[src/rtl/rtcbcd_pkg.sv]
// Package for the RTC date and time to BCD register encoder.
// Holds the word types of both channels, the pipeline depth and the BCD
// and month length helpers. Depends on nothing.
package rtcbcd_pkg;

    // Number of register stages from input word to output word.
    localparam int unsigned PIPE_STAGES = 4;

    localparam logic [3:0] MONTH_JAN = 4'd1;
    localparam logic [3:0] MONTH_FEB = 4'd2;
    localparam logic [3:0] MONTH_APR = 4'd4;
    localparam logic [3:0] MONTH_JUN = 4'd6;
    localparam logic [3:0] MONTH_SEP = 4'd9;
    localparam logic [3:0] MONTH_NOV = 4'd11;

    localparam logic [4:0] DAYS_LONG  = 5'd31;
    localparam logic [4:0] DAYS_SHORT = 5'd30;
    localparam logic [4:0] DAYS_FEB   = 5'd28;

    typedef struct packed {
        logic [5:0]  seconds;
        logic [5:0]  minutes;
        logic [4:0]  hours;
        logic [4:0]  day_of_month;
        logic [3:0]  month_number;
        logic [11:0] full_year;
    } t_rtc_in;

    typedef struct packed {
        logic [6:0] second_reg;
        logic [6:0] minute_reg;
        logic [5:0] hour_reg;
        logic [5:0] day_reg;
        logic [2:0] weekday_reg;
        logic [7:0] month_century_reg;
        logic [7:0] year_reg;
    } t_rtc_out;

    // Two-digit BCD of a value below 100. The tens digit comes from a
    // multiplication by 103/1024, which is exact over that range.
    function automatic logic [7:0] to_bcd(input logic [6:0] value);
        logic [13:0] prod;
        logic [3:0]  tens;
        logic [6:0]  ones;
        prod = 14'(value) * 14'd103;
        tens = prod[13:10];
        ones = value - 7'(7'(tens) * 7'd10);
        return {tens, ones[3:0]};
    endfunction

    // Length of a common-year month; anything outside 1..12 counts as 31.
    function automatic logic [4:0] month_days(input logic [3:0] month);
        logic [4:0] days;
        case (month)
            MONTH_FEB: begin
                days = DAYS_FEB;
            end
            MONTH_APR, MONTH_JUN, MONTH_SEP, MONTH_NOV: begin
                days = DAYS_SHORT;
            end
            default: begin
                days = DAYS_LONG;
            end
        endcase
        return days;
    endfunction

endpackage

[src/rtl/rtcbcd_flow.sv]
// Valid and stall control for the encoder pipeline.
// Keeps one valid bit per stage and gives each stage its load enable.
// Depends on nothing; the stage count comes in as a parameter.
module rtcbcd_flow #(
    parameter int unsigned Stages = 4
) (
    input  logic              i_clk,
    input  logic              i_rst_n,
    input  logic              i_valid,
    output logic              o_stall,
    output logic              o_valid,
    input  logic              i_stall,
    output logic [Stages-1:0] o_load
);

    logic [Stages-1:0] r_valid;
    logic [Stages-1:0] n_valid;

    // A stage may load when it is empty or when its word moves on.
    always_comb begin
        o_load[Stages-1] = !r_valid[Stages-1] || !i_stall;
        for (int k = int'(Stages) - 2; k >= 0; k--) begin
            o_load[k] = !r_valid[k] || o_load[k+1];
        end
    end

    always_comb begin
        n_valid[0] = o_load[0] ? i_valid : r_valid[0];
        for (int k = 1; k < int'(Stages); k++) begin
            n_valid[k] = o_load[k] ? r_valid[k-1] : r_valid[k];
        end
    end

    always_ff @(posedge i_clk) begin
        if (!i_rst_n) begin
            r_valid <= '0;
        end else begin
            r_valid <= n_valid;
        end
    end

    assign o_stall = !o_load[0];
    assign o_valid = r_valid[Stages-1];

endmodule

[src/rtl/rtc_datetime_to_bcd_registers.sv]
// Top level of the RTC date and time to BCD register encoder.
// Uses rtcbcd_pkg for word types and helpers, and rtcbcd_flow for control.
// An accepted input word is registered in r_s1, r_s2, r_s3 and r_out in turn.
// Throughput: one word per cycle while no stall holds the pipeline; the four stages are fully pipelined.
// Stall from the output side holds every full stage and backs up to o_stall.
// Reset (synchronous, active low) empties all stages; the data registers are not reset.
module rtc_datetime_to_bcd_registers (
    input  logic                  i_clk,
    input  logic                  i_rst_n,
    input  logic                  i_valid,
    input  rtcbcd_pkg::t_rtc_in   i_data,
    output logic                  o_stall,
    output logic                  o_valid,
    output rtcbcd_pkg::t_rtc_out  o_data,
    input  logic                  i_stall
);

    import rtcbcd_pkg::*;

    // Field limits and year window.
    localparam logic [5:0]  SEC_LIMIT   = 6'd60;
    localparam logic [4:0]  HOUR_LIMIT  = 5'd24;
    localparam logic [11:0] YEAR_2100   = 12'd2100;
    localparam logic [11:0] YEAR_2000   = 12'd2000;
    localparam logic [11:0] YEAR_1900   = 12'd1900;
    localparam logic [6:0]  YEAR_TOP    = 7'd99;
    localparam logic [11:0] CENTURY_LEN = 12'd100;

    // Reciprocal multipliers for the constant divisions.
    // Divide by 100: multiply by 1311 and drop 17 bits (exact below 4096).
    // Divide by 5: multiply by 13 and drop 6 bits (exact below 64).
    // Divide by 7: multiply by 37450 and drop 18 bits (exact below 8192).
    localparam logic [10:0] MUL_DIV100 = 11'd1311;
    localparam logic [3:0]  MUL_DIV5   = 4'd13;
    localparam logic [15:0] MUL_DIV7   = 16'd37450;
    localparam logic [12:0] WEEK_LEN   = 13'd7;

    // Stage one: clamped time fields, year window, weekday inputs and the
    // two division products by 100.
    typedef struct packed {
        logic [5:0]  sec;
        logic [5:0]  min;
        logic [4:0]  hr;
        logic [4:0]  day;
        logic [3:0]  mon;
        logic [11:0] year;
        logic [6:0]  year_off;
        logic        cent;
        logic [3:0]  mon_w;
        logic        year_neg;
        logic [11:0] year_w;
        logic [22:0] prod_y;
        logic [22:0] prod_w;
    } t_stage1;

    // Stage two: BCD of the simple fields, leap flag and the weekday sum.
    typedef struct packed {
        logic [6:0]  sec_bcd;
        logic [6:0]  min_bcd;
        logic [5:0]  hr_bcd;
        logic [7:0]  year_bcd;
        logic        cent;
        logic [6:0]  mon_bcd;
        logic [3:0]  mon;
        logic [4:0]  day;
        logic        leap;
        logic [12:0] wsum;
    } t_stage2;

    // Stage three: day clamped and encoded, weekday sum times 1/7.
    typedef struct packed {
        logic [6:0]  sec_bcd;
        logic [6:0]  min_bcd;
        logic [5:0]  hr_bcd;
        logic [5:0]  day_bcd;
        logic [7:0]  month_cent;
        logic [7:0]  year_bcd;
        logic [12:0] wsum;
        logic [28:0] prod_s;
    } t_stage3;

    logic [PIPE_STAGES-1:0] w_load;

    t_stage1  r_s1, n_s1;
    t_stage2  r_s2, n_s2;
    t_stage3  r_s3, n_s3;
    t_rtc_out r_out, n_out;

    // Stage two helpers.
    logic [5:0]  w_q_year;
    logic [6:0]  w_rem_year;
    logic [5:0]  w_q_wyear;
    logic [5:0]  w_mon_term;
    logic [9:0]  w_mon_prod;
    logic [12:0] w_year_part;

    // Stage three helpers.
    logic [4:0]  w_mon_len;
    logic [4:0]  w_day_sel;

    // Stage four helper.
    logic [10:0] w_q_week;

    rtcbcd_flow #(
        .Stages (PIPE_STAGES)
    ) u_flow (
        .i_clk   (i_clk),
        .i_rst_n (i_rst_n),
        .i_valid (i_valid),
        .o_stall (o_stall),
        .o_valid (o_valid),
        .i_stall (i_stall),
        .o_load  (w_load)
    );

    // Stage one. Out-of-range time fields fold to zero, the year is placed
    // in its century window, and January and February count as months 13
    // and 14 of the previous year for the weekday.
    always_comb begin
        logic adj_month;
        n_s1.sec  = (i_data.seconds < SEC_LIMIT) ? i_data.seconds : '0;
        n_s1.min  = (i_data.minutes < SEC_LIMIT) ? i_data.minutes : '0;
        n_s1.hr   = (i_data.hours < HOUR_LIMIT) ? i_data.hours : '0;
        n_s1.day  = i_data.day_of_month;
        n_s1.mon  = i_data.month_number;
        n_s1.year = i_data.full_year;

        if (i_data.full_year >= YEAR_2100) begin
            n_s1.year_off = YEAR_TOP;
            n_s1.cent     = 1'b0;
        end else if (i_data.full_year >= YEAR_2000) begin
            n_s1.year_off = 7'(i_data.full_year - YEAR_2000);
            n_s1.cent     = 1'b0;
        end else if (i_data.full_year >= YEAR_1900) begin
            n_s1.year_off = 7'(i_data.full_year - YEAR_1900);
            n_s1.cent     = 1'b1;
        end else begin
            n_s1.year_off = '0;
            n_s1.cent     = 1'b1;
        end

        adj_month = (i_data.month_number == MONTH_JAN) ||
                    (i_data.month_number == MONTH_FEB);
        n_s1.mon_w    = adj_month ? i_data.month_number + 4'd12 : i_data.month_number;
        n_s1.year_neg = adj_month && (i_data.full_year == '0);
        n_s1.year_w   = adj_month ? i_data.full_year - 12'd1 : i_data.full_year;

        n_s1.prod_y = 23'(i_data.full_year) * 23'(MUL_DIV100);
        n_s1.prod_w = 23'(n_s1.year_w) * 23'(MUL_DIV100);
    end

    always_ff @(posedge i_clk) begin
        if (w_load[0]) begin
            r_s1 <= n_s1;
        end
    end

    // Stage two. The leap rule uses the year's quotient and remainder by
    // 100. The weekday sum adds the day, twice the month, the month term
    // 3(m+1)/5 and the year terms y + y/4 - y/100 + y/400 + 1. When the
    // adjusted year is minus one (year zero in January or February) all
    // year divisions truncate to zero, so the year terms cancel to zero.
    always_comb begin
        w_q_year   = r_s1.prod_y[22:17];
        w_rem_year = 7'(r_s1.year - 12'(12'(w_q_year) * CENTURY_LEN));
        w_q_wyear  = r_s1.prod_w[22:17];
        w_mon_term = 6'(6'({2'b00, r_s1.mon_w} + 6'd1) * 6'd3);
        w_mon_prod = 10'(w_mon_term) * 10'(MUL_DIV5);

        if (r_s1.year_neg) begin
            w_year_part = '0;
        end else begin
            w_year_part = 13'(r_s1.year_w) + 13'(r_s1.year_w[11:2]) -
                          13'(w_q_wyear) + 13'(w_q_wyear[5:2]) + 13'd1;
        end

        n_s2.sec_bcd  = 7'(to_bcd({1'b0, r_s1.sec}));
        n_s2.min_bcd  = 7'(to_bcd({1'b0, r_s1.min}));
        n_s2.hr_bcd   = 6'(to_bcd({2'b00, r_s1.hr}));
        n_s2.year_bcd = to_bcd(r_s1.year_off);
        n_s2.cent     = r_s1.cent;
        n_s2.mon_bcd  = 7'(to_bcd({3'b000, r_s1.mon}));
        n_s2.mon      = r_s1.mon;
        n_s2.day      = r_s1.day;
        n_s2.leap     = ((r_s1.year[1:0] == 2'b00) && (w_rem_year != '0)) ||
                        ((w_rem_year == '0) && (w_q_year[1:0] == 2'b00));
        n_s2.wsum     = 13'(r_s1.day) + 13'({r_s1.mon_w, 1'b0}) +
                        13'(w_mon_prod[9:6]) + w_year_part;
    end

    always_ff @(posedge i_clk) begin
        if (w_load[1]) begin
            r_s2 <= n_s2;
        end
    end

    // Stage three. The day is clamped to the month length and a zero day
    // becomes the first; the weekday sum is multiplied toward its /7.
    always_comb begin
        w_mon_len = month_days(r_s2.mon) +
                    5'((r_s2.mon == MONTH_FEB) && r_s2.leap);
        if (r_s2.day > w_mon_len) begin
            w_day_sel = w_mon_len;
        end else if (r_s2.day != '0) begin
            w_day_sel = r_s2.day;
        end else begin
            w_day_sel = 5'd1;
        end

        n_s3.sec_bcd    = r_s2.sec_bcd;
        n_s3.min_bcd    = r_s2.min_bcd;
        n_s3.hr_bcd     = r_s2.hr_bcd;
        n_s3.day_bcd    = 6'(to_bcd({2'b00, w_day_sel}));
        n_s3.month_cent = {r_s2.cent, r_s2.mon_bcd};
        n_s3.year_bcd   = r_s2.year_bcd;
        n_s3.wsum       = r_s2.wsum;
        n_s3.prod_s     = 29'(r_s2.wsum) * 29'(MUL_DIV7);
    end

    always_ff @(posedge i_clk) begin
        if (w_load[2]) begin
            r_s3 <= n_s3;
        end
    end

    // Stage four. The weekday is the remainder of the sum by seven, and
    // the output word is assembled into its register.
    always_comb begin
        w_q_week = r_s3.prod_s[28:18];

        n_out.second_reg        = r_s3.sec_bcd;
        n_out.minute_reg        = r_s3.min_bcd;
        n_out.hour_reg          = r_s3.hr_bcd;
        n_out.day_reg           = r_s3.day_bcd;
        n_out.weekday_reg       = 3'(r_s3.wsum - 13'(13'(w_q_week) * WEEK_LEN));
        n_out.month_century_reg = r_s3.month_cent;
        n_out.year_reg          = r_s3.year_bcd;
    end

    always_ff @(posedge i_clk) begin
        if (w_load[3]) begin
            r_out <= n_out;
        end
    end

    assign o_data = r_out;

endmodule

[config.mk]
export PLATFORM = sky130hd
export DESIGN_NAME = rtc_datetime_to_bcd_registers
export DESIGN_NICKNAME = d
export VERILOG_FILES = /design/src/rtl/rtcbcd_pkg.sv /design/src/rtl/rtcbcd_flow.sv /design/src/rtl/rtc_datetime_to_bcd_registers.sv
export SDC_FILE = /design/constraint.sdc
export NUM_CORES = 1
export LEC_CHECK = 0
export BUFFER_PORTS_ARGS = -buffer_cell sky130_fd_sc_hd__buf_2
export CAP_MARGIN = 30
export CORE_MARGIN = 3
export CORE_UTILIZATION = 66
export CTS_BUF_LIST = sky130_fd_sc_hd__clkbuf_8 sky130_fd_sc_hd__clkbuf_16
export DETAILED_ROUTE_END_ITERATION = 8
export PLACE_DENSITY = 0.85
export SLEW_MARGIN = 30
export SYNTH_ARGS = -nofsm -noshare
export SYNTH_HDL_FRONTEND = slang
export SYNTH_SLANG_ARGS = --single-unit
[constraint.sdc]
create_clock -name i_clk -period 19 [get_ports i_clk]
set_input_delay 2.85 -clock i_clk [delete_from_list [all_inputs] [get_ports i_clk]]
set_output_delay 2.85 -clock i_clk [all_outputs]
set_load 0.005 [all_outputs]
==> flow_summary.json, run 1 <==
{
  "end_kind": "flip-flop",
  "synth_edf_count": 212,
  "num_rows": 63,
  "place_hpwl_um": 30400,
  "antennaDiodeCount": 0,
  "cap_violations": 0,
  "post_cts_resized": 0,
  "worstSetupStartpointType": "input port",
  "dr.pass1.iters": 5,
  "die_h_um": 182,
  "final.min_clock_period_ns": 8.90,
  "yosysUniqueCellTypes": 72,
  "r2r_slack_ns": 11.05,
  "rr_endpoint": "n_out[22]",
  "finalNonFillerCells": 2279,
  "syn_area_per_cell_um2": 11.6,
  "path_max_fanout": 14,
  "ys_top_cells_by_area": "edfxtp_1 31%, ha_1 28%, fa_1 17%, inv_1 7.2%, xnor2_1 3.1%",
  "path_class": "in -> reg",
  "grt_max_degree": 57,
  "cts-root-buf": "clkbuf_16",
  "async_flop_share_pct": 0,
  "seq_area_frac_synth_pct": 31.6,
  "drt-initial-drc-count": 679,
  "drive_above_1_share_pct": 8.21,
  "clk_latency_ns": 0.52,
  "port_buffers": 86,
  "stdcell_area_um2": 22200,
  "ys.flop_type": "edfxtp_1",
  "vias": 12700,
  "via_per_inst": 5.57,
  "worst_pin_slew_ns": 0.910,
  "finalHoldViolCount": 0,
  "ys_warn_count": 0,
  "endpoint": "r_s1[21]",
  "n_fill_cell": 1947,
  "required_ns": 19.27,
  "r2r_start": "r_s2[19]",
  "min_path_cells": 0,
  "antenna_left": 0,
  "cts-hold-fix-buffers": 0,
  "dp_cells": 2235,
  "grt_pass1_vias": 14000,
  "synth-compound-area-share_pct": 6.24,
  "routed_wl_um": 37700,
  "fp.dieW_um": 182,
  "relSlewSlack_pct": 38.7,
  "numCtsBuffers": 24,
  "die-area_um2": 33000,
  "hp-class": "reg -> reg",
  "synthMuxAreaShare_pct": 0.153,
  "initial_core_util_pct": 67.9,
  "status": "finished, final reports clean",
  "setup_violations": 0,
  "placed_area_um2": 21300,
  "arrival_ns": 9.17,
  "io_pins": 89,
  "finalNetCount": 2532,
  "critPathLaunch": "i_data[4]",
  "post_cts_buffers": 0,
  "synth-simple-area-share_pct": 5.74,
  "tns_ns": 0,
  "syn_inst": 1756,
  "antenna_found_initial": 0,
  "synthAdderAreaFrac_pct": 44.2,
  "drc": 0,
  "clk_path_buf_depth": 3,
  "max_clock_freq_mhz": 112,
  "synthesis.area_um2": 20400,
  "reg2reg_depth": 26,
  "cts_sinks": 216,
  "grt_overflow_total": 0,
  "synth_top_area_share_pct": 31.2,
  "grt.total_usage_pct": 23.7,
  "htreeDepth": 1,
  "min_period_over_period_pct": 46.9,
  "ir_worst_vdd_v": 0.000196,
  "synth_top_cell_by_area": "edfxtp_1",
  "detail_route.wl_per_cell_um": 16.5,
  "p_leak_uw": 0.0113,
  "skew_ns": 0.0142,
  "synth-xor-area-share_pct": 4.51,
  "clkTransAtPathRegs_ns": 0.06,
  "fin_util_pct": 73.8,
  "ys_seq_elements": 216,
  "place_congestion": 0.890,
  "synth_top_family_by_area": "adder cells",
  "core-area_um2": 30000,
  "grt_pass1_wl_um": 64900,
  "report.final.slew_viol_count": 0,
  "power_density_nw_per_um2": 185,
  "area_delta_synth_final_pct": 8.69,
  "grt_setup_unrepaired": "no",
  "cts_tree": "built"
}
-- critical path, cell delays in order --
cell	delay (ns)
buf_2	0.32
inv_1	0.22
ha_1	0.27
nand2_1	0.08
nand2_1	0.06
a21oi_1	0.21
nand2_1	0.11
xnor2_1	0.67
inv_1	0.31
fa_1	0.49
inv_1	0.07
ha_1	0.22
inv_1	0.07
fa_1	0.43
fa_1	0.54
inv_1	0.06
fa_1	0.47
ha_1	0.36
nand4_1	0.14
o221a_2	0.22
a21oi_1	0.08
or4_1	0.52
a31oi_1	0.30
xnor2_1	0.10
-- cell usage after synthesis (3+ instances only) --
| cell type | instances |
|---|---|
| a2111oi_0 | 4 |
| a211o_1 | 4 |
| a211oi_1 | 5 |
| a21o_1 | 19 |
| a21oi_1 | 51 |
| a221oi_1 | 3 |
| a311oi_1 | 4 |
| a31oi_1 | 9 |
| and2_1 | 19 |
| and3_1 | 7 |
| and4b_1 | 4 |
| dfxtp_1 | 4 |
| edfxtp_1 | 212 |
| fa_1 | 169 |
| ha_1 | 450 |
| inv_1 | 392 |
| nand2_1 | 50 |
| nand2b_1 | 11 |
| nand3_1 | 20 |
| nand4_1 | 11 |
| nor2_1 | 48 |
| nor2b_1 | 16 |
| nor3_1 | 10 |
| o211ai_1 | 6 |
| o21a_1 | 16 |
| o21ai_0 | 28 |
| o21ai_1 | 7 |
| o21bai_1 | 4 |
| o31ai_1 | 4 |
| or2_2 | 5 |
| or3_1 | 4 |
| or4_1 | 4 |
| xnor2_1 | 71 |
| xor2_1 | 34 |
-- power by group --
group	switching, uW	leakage (uW)	total, uW	internal [uW]
Combinational	1530	0.00858	2790	1270
Clock	194	0.000414	467	273
Sequential	68.0	0.00232	847	779
Total	1790	0.0113	4110	2320
-- stage by stage --
stage,setup slack (ns),power [uW],hold WS (ns)
floorplan,10.49,2960,0.400
global placement,9.91,3390,0.401
detailed placement,9.67,3600,0.405
CTS,10.13,4130,0.414
global route,9.71,4600,0.420
finish,10.10,4110,0.417
-- layout by cell type (no fill, tap or decap), types with 6 or more instances in the layout --
cell type    n
edfxtp_1   212
inv_1      396
a21oi_1     51
clkbuf_16   24
o21a_1      16
nand3_1     19
and3_1       7
and2_1      19
nand2_1     48
xnor2_1     71
o21ai_0     28
nor3_1      10
o21ai_1      7
nor2_1      48
nand2b_1    11
nand4_1     11
a21o_1      19
buf_4        7
buf_2       86
nor2b_1     16
fa_1       169
xor2_1      34
a31oi_1      9
o211ai_1     6
ha_1       450
-- cell type report --
type                    instances  area (um^2)  share of cell area (%)
well taps                     390          488                    2.20
clock buffers                  27          642                    2.90
clock inverters                17          165                   0.746
repair buffers                 94          503                    2.27
multi-input cells            1143        12400                    56.1
inverters                     392         1470                    6.65
flip-flops and latches        216         6450                    29.1
-- sequential cells by signal, indices dropped and copies added (netlist names) --
register        cells
n_out              40
r_s1               57
n_s2               10
r_s3                6
n_s3               46
o_data             43
r_s2               10
u_flow.r_valid      4
-- worst min path at each step --
stage | from | to
after floorplan | n_s3[42] | n_out[0]
after global placement | n_out[31] | o_data[31]
after detailed placement | n_s3[48] | n_out[6]
after CTS | n_out[10] | o_data[10]
after global routing | n_out[15] | o_data[15]
final | n_out[0] | o_data[0]
-- cell families after synthesis --
family / count (synthesis)
other: 1
adder cells (fa/ha/maj): 619
AND/OR/NAND/NOR: 224
multiplexers: 3
buffers and inverters: 398
XOR/XNOR: 105
AO/OA/AOI/OAI: 190
flip-flops: 216
-- per-layer routing --
| metal | vias to the layer above | share of wire, % | track usage [%] |
|---|---|---|---|
| met1 | 6158 | 41 | 29.3 |
| met3 | 77 | 4.9 | 3.23 |
| met4 | 0 | 2.6 | 6.86 |
| met5 | - | 0 | 0 |
| met2 | 301 | 51 | 43.5 |
| li1 | 6149 | - | - |
No activity file was read; power rests on OpenSTA's default activity.
==> inputs of run 2 (changes only) <==
--- a/config.mk
+++ b/config.mk
@@ -8,10 +8,10 @@
 export BUFFER_PORTS_ARGS = -buffer_cell sky130_fd_sc_hd__buf_2
 export CAP_MARGIN = 30
 export CORE_MARGIN = 3
-export CORE_UTILIZATION = 66
+export CORE_UTILIZATION = 64
 export CTS_BUF_LIST = sky130_fd_sc_hd__clkbuf_8 sky130_fd_sc_hd__clkbuf_16
 export DETAILED_ROUTE_END_ITERATION = 8
-export PLACE_DENSITY = 0.85
+export PLACE_DENSITY = 0.82
 export SLEW_MARGIN = 30
 export SYNTH_ARGS = -nofsm -noshare
 export SYNTH_HDL_FRONTEND = slang
==> constraint.sdc (replaced) <==
create_clock -name i_clk -period 9.3 [get_ports i_clk]
set_input_delay 1.395 -clock i_clk [delete_from_list [all_inputs] [get_ports i_clk]]
set_output_delay 1.395 -clock i_clk [all_outputs]
set_load 0.005 [all_outputs]
==> flow_summary.json, run 2 (synthesis results as in run 1) <==
{
  "antenna_left": 0,
  "cts_sinks": 216,
  "relSlewSlack_pct": 40.5,
  "cts_tree": "built",
  "clk_path_buf_depth": 3,
  "skew_ns": 0.0135,
  "routed_wl_um": 37500,
  "power_density_nw_per_um2": 378,
  "port_buffers": 86,
  "min_period_over_period_pct": 81.0,
  "cts-hold-fix-buffers": 0,
  "tns_ns": 0,
  "rr_endpoint": "n_s3[41]",
  "die_h_um": 184,
  "critPathMaxStageDelay_ns": 0.66,
  "drt-initial-drc-count": 578,
  "vias": 12600,
  "status": "finished, final reports clean",
  "min_path_cells": 0,
  "num_rows": 64,
  "post_cts_buffers": 0,
  "max_clock_freq_mhz": 133,
  "area_delta_synth_final_pct": 8.93,
  "clk_latency_ns": 0.54,
  "p_leak_uw": 0.0113,
  "grt_max_degree": 68,
  "die-area_um2": 34000,
  "placed_area_um2": 21300,
  "setup_violations": 0,
  "drive_above_1_share_pct": 8.27,
  "finalHoldViolCount": 0,
  "dp_cells": 2241,
  "dr.pass1.iters": 5,
  "seq_area_um2": 6450,
  "antennaDiodeCount": 0,
  "cts-root-buf": "clkbuf_16",
  "place_congestion": 0.904,
  "hp-class": "reg -> reg",
  "numCtsBuffers": 23,
  "finalNonFillerCells": 2283,
  "holdPathEnd": "o_data[15]",
  "worst_pin_slew_ns": 0.884,
  "arrival_ns": 7.81,
  "cp_common_cell": "fa_1",
  "stdcell_area_um2": 22200,
  "mostFrequentLayoutCells": "450 x ha_1, 392 x inv_1, 212 x edfxtp_1",
  "end_kind": "flip-flop",
  "clkTransAtPathRegs_ns": 0.06,
  "grt_setup_unrepaired": "no",
  "r2r_slack_ns": 1.77,
  "cpMaxStageDelayCell": "edfxtp_1",
  "path_class": "reg -> reg",
  "antenna_found_initial": 0,
  "htreeDepth": 1,
  "cap_violations": 0,
  "detail_route.wl_per_cell_um": 16.4,
  "worstSetupStartpointType": "flip-flop",
  "grt.total_usage_pct": 23.1,
  "grt_overflow_total": 0,
  "fp.dieW_um": 184,
  "path_max_fanout": 8,
  "initial_core_util_pct": 65.8,
  "grt_pass1_vias": 13700,
  "multiInputGateArea_um2": 12400,
  "total_power_uw": 8390,
  "via_per_inst": 5.52,
  "drc": 0,
  "n_fill_cell": 2095,
  "finalNetCount": 2531,
  "layout_commonest_cell": "ha_1",
  "top_register": "r_s1",
  "core-area_um2": 31000,
  "required_ns": 9.58,
  "final.min_clock_period_ns": 7.53,
  "ir_worst_vdd_v": 0.000431,
  "place_hpwl_um": 30300,
  "post_cts_resized": 0,
  "r2r_start": "n_s2[20]",
  "largest_reg_flops": 57,
  "grt_pass1_wl_um": 63900,
  "hold_path.startpoint": "n_out[15]",
  "reg2reg_depth": 27,
  "report.final.slew_viol_count": 0,
  "io_pins": 89
}
## run 2: stage by stage
stage | hold WS [ns] | utilization (%) | setup WS, ns
2_1_floorplan | 0.400 | - | 2.24
3_3_place_gp | 0.401 | 68.8 | 1.77
3_5_place_dp | 0.405 | 68.9 | 1.52
4_1_cts | 0.406 | 71.6 | 1.77
5_1_grt | 0.405 | 71.6 | 1.25
6_report | 0.408 | 71.6 | 1.77
## run 2: worst max path at each step
| stage | start | end | slack [ns] | cells after the start |
|---|---|---|---|---|
| after floorplan | i_data[14] | r_s1[21] | 2.24 | 24 |
| final | n_s2[20] | n_s3[41] | 1.77 | 27 |
| after detailed placement | i_data[2] | r_s1[21] | 1.52 | 24 |
| after global placement | i_data[2] | r_s1[21] | 1.77 | 24 |
| after global routing | r_s2[19] | n_out[22] | 1.25 | 26 |
| after CTS | r_s2[19] | n_out[22] | 1.77 | 26 |
## run 2: power by group
part | internal, uW | total, uW | switching [uW]
sequential | 1590 | 1730 | 140
combinational | 2560 | 5630 | 3070
clock | 627 | 1020 | 397
total | 4780 | 8390 | 3610
## run 2: cell type report
| class | instances | share of cell area, % |
|---|---|---|
| multi-input cells | 1143 | 56.0 |
| inverters | 392 | 6.63 |
| flip-flops and latches | 216 | 29.0 |
| clock inverters | 19 | 1.26 |
| clock buffers | 23 | 2.59 |
| well taps | 396 | 2.23 |
| repair buffers | 94 | 2.23 |
## run 2: worst max-delay path: cells and delay by family, from the launching register on
kind            cells  cell delay (ns)
buf+inv             4             0.22
flops               1             0.66
compound gates      6             0.87
xor+xnor            3             0.57
fa+ha+maj           8             3.43
simple gates        6             1.50
## run 2: per-layer routing
| layer | share of wire, % | wire length, um | global-route usage [%] |
|---|---|---|---|
| met1 | 42 | 15600 | 29.2 |
| met2 | 51 | 19300 | 42.2 |
| met3 | 4.1 | 1540 | 2.43 |
| met4 | 2.9 | 1100 | 6.44 |
| met5 | 0 | 0 | 0 |
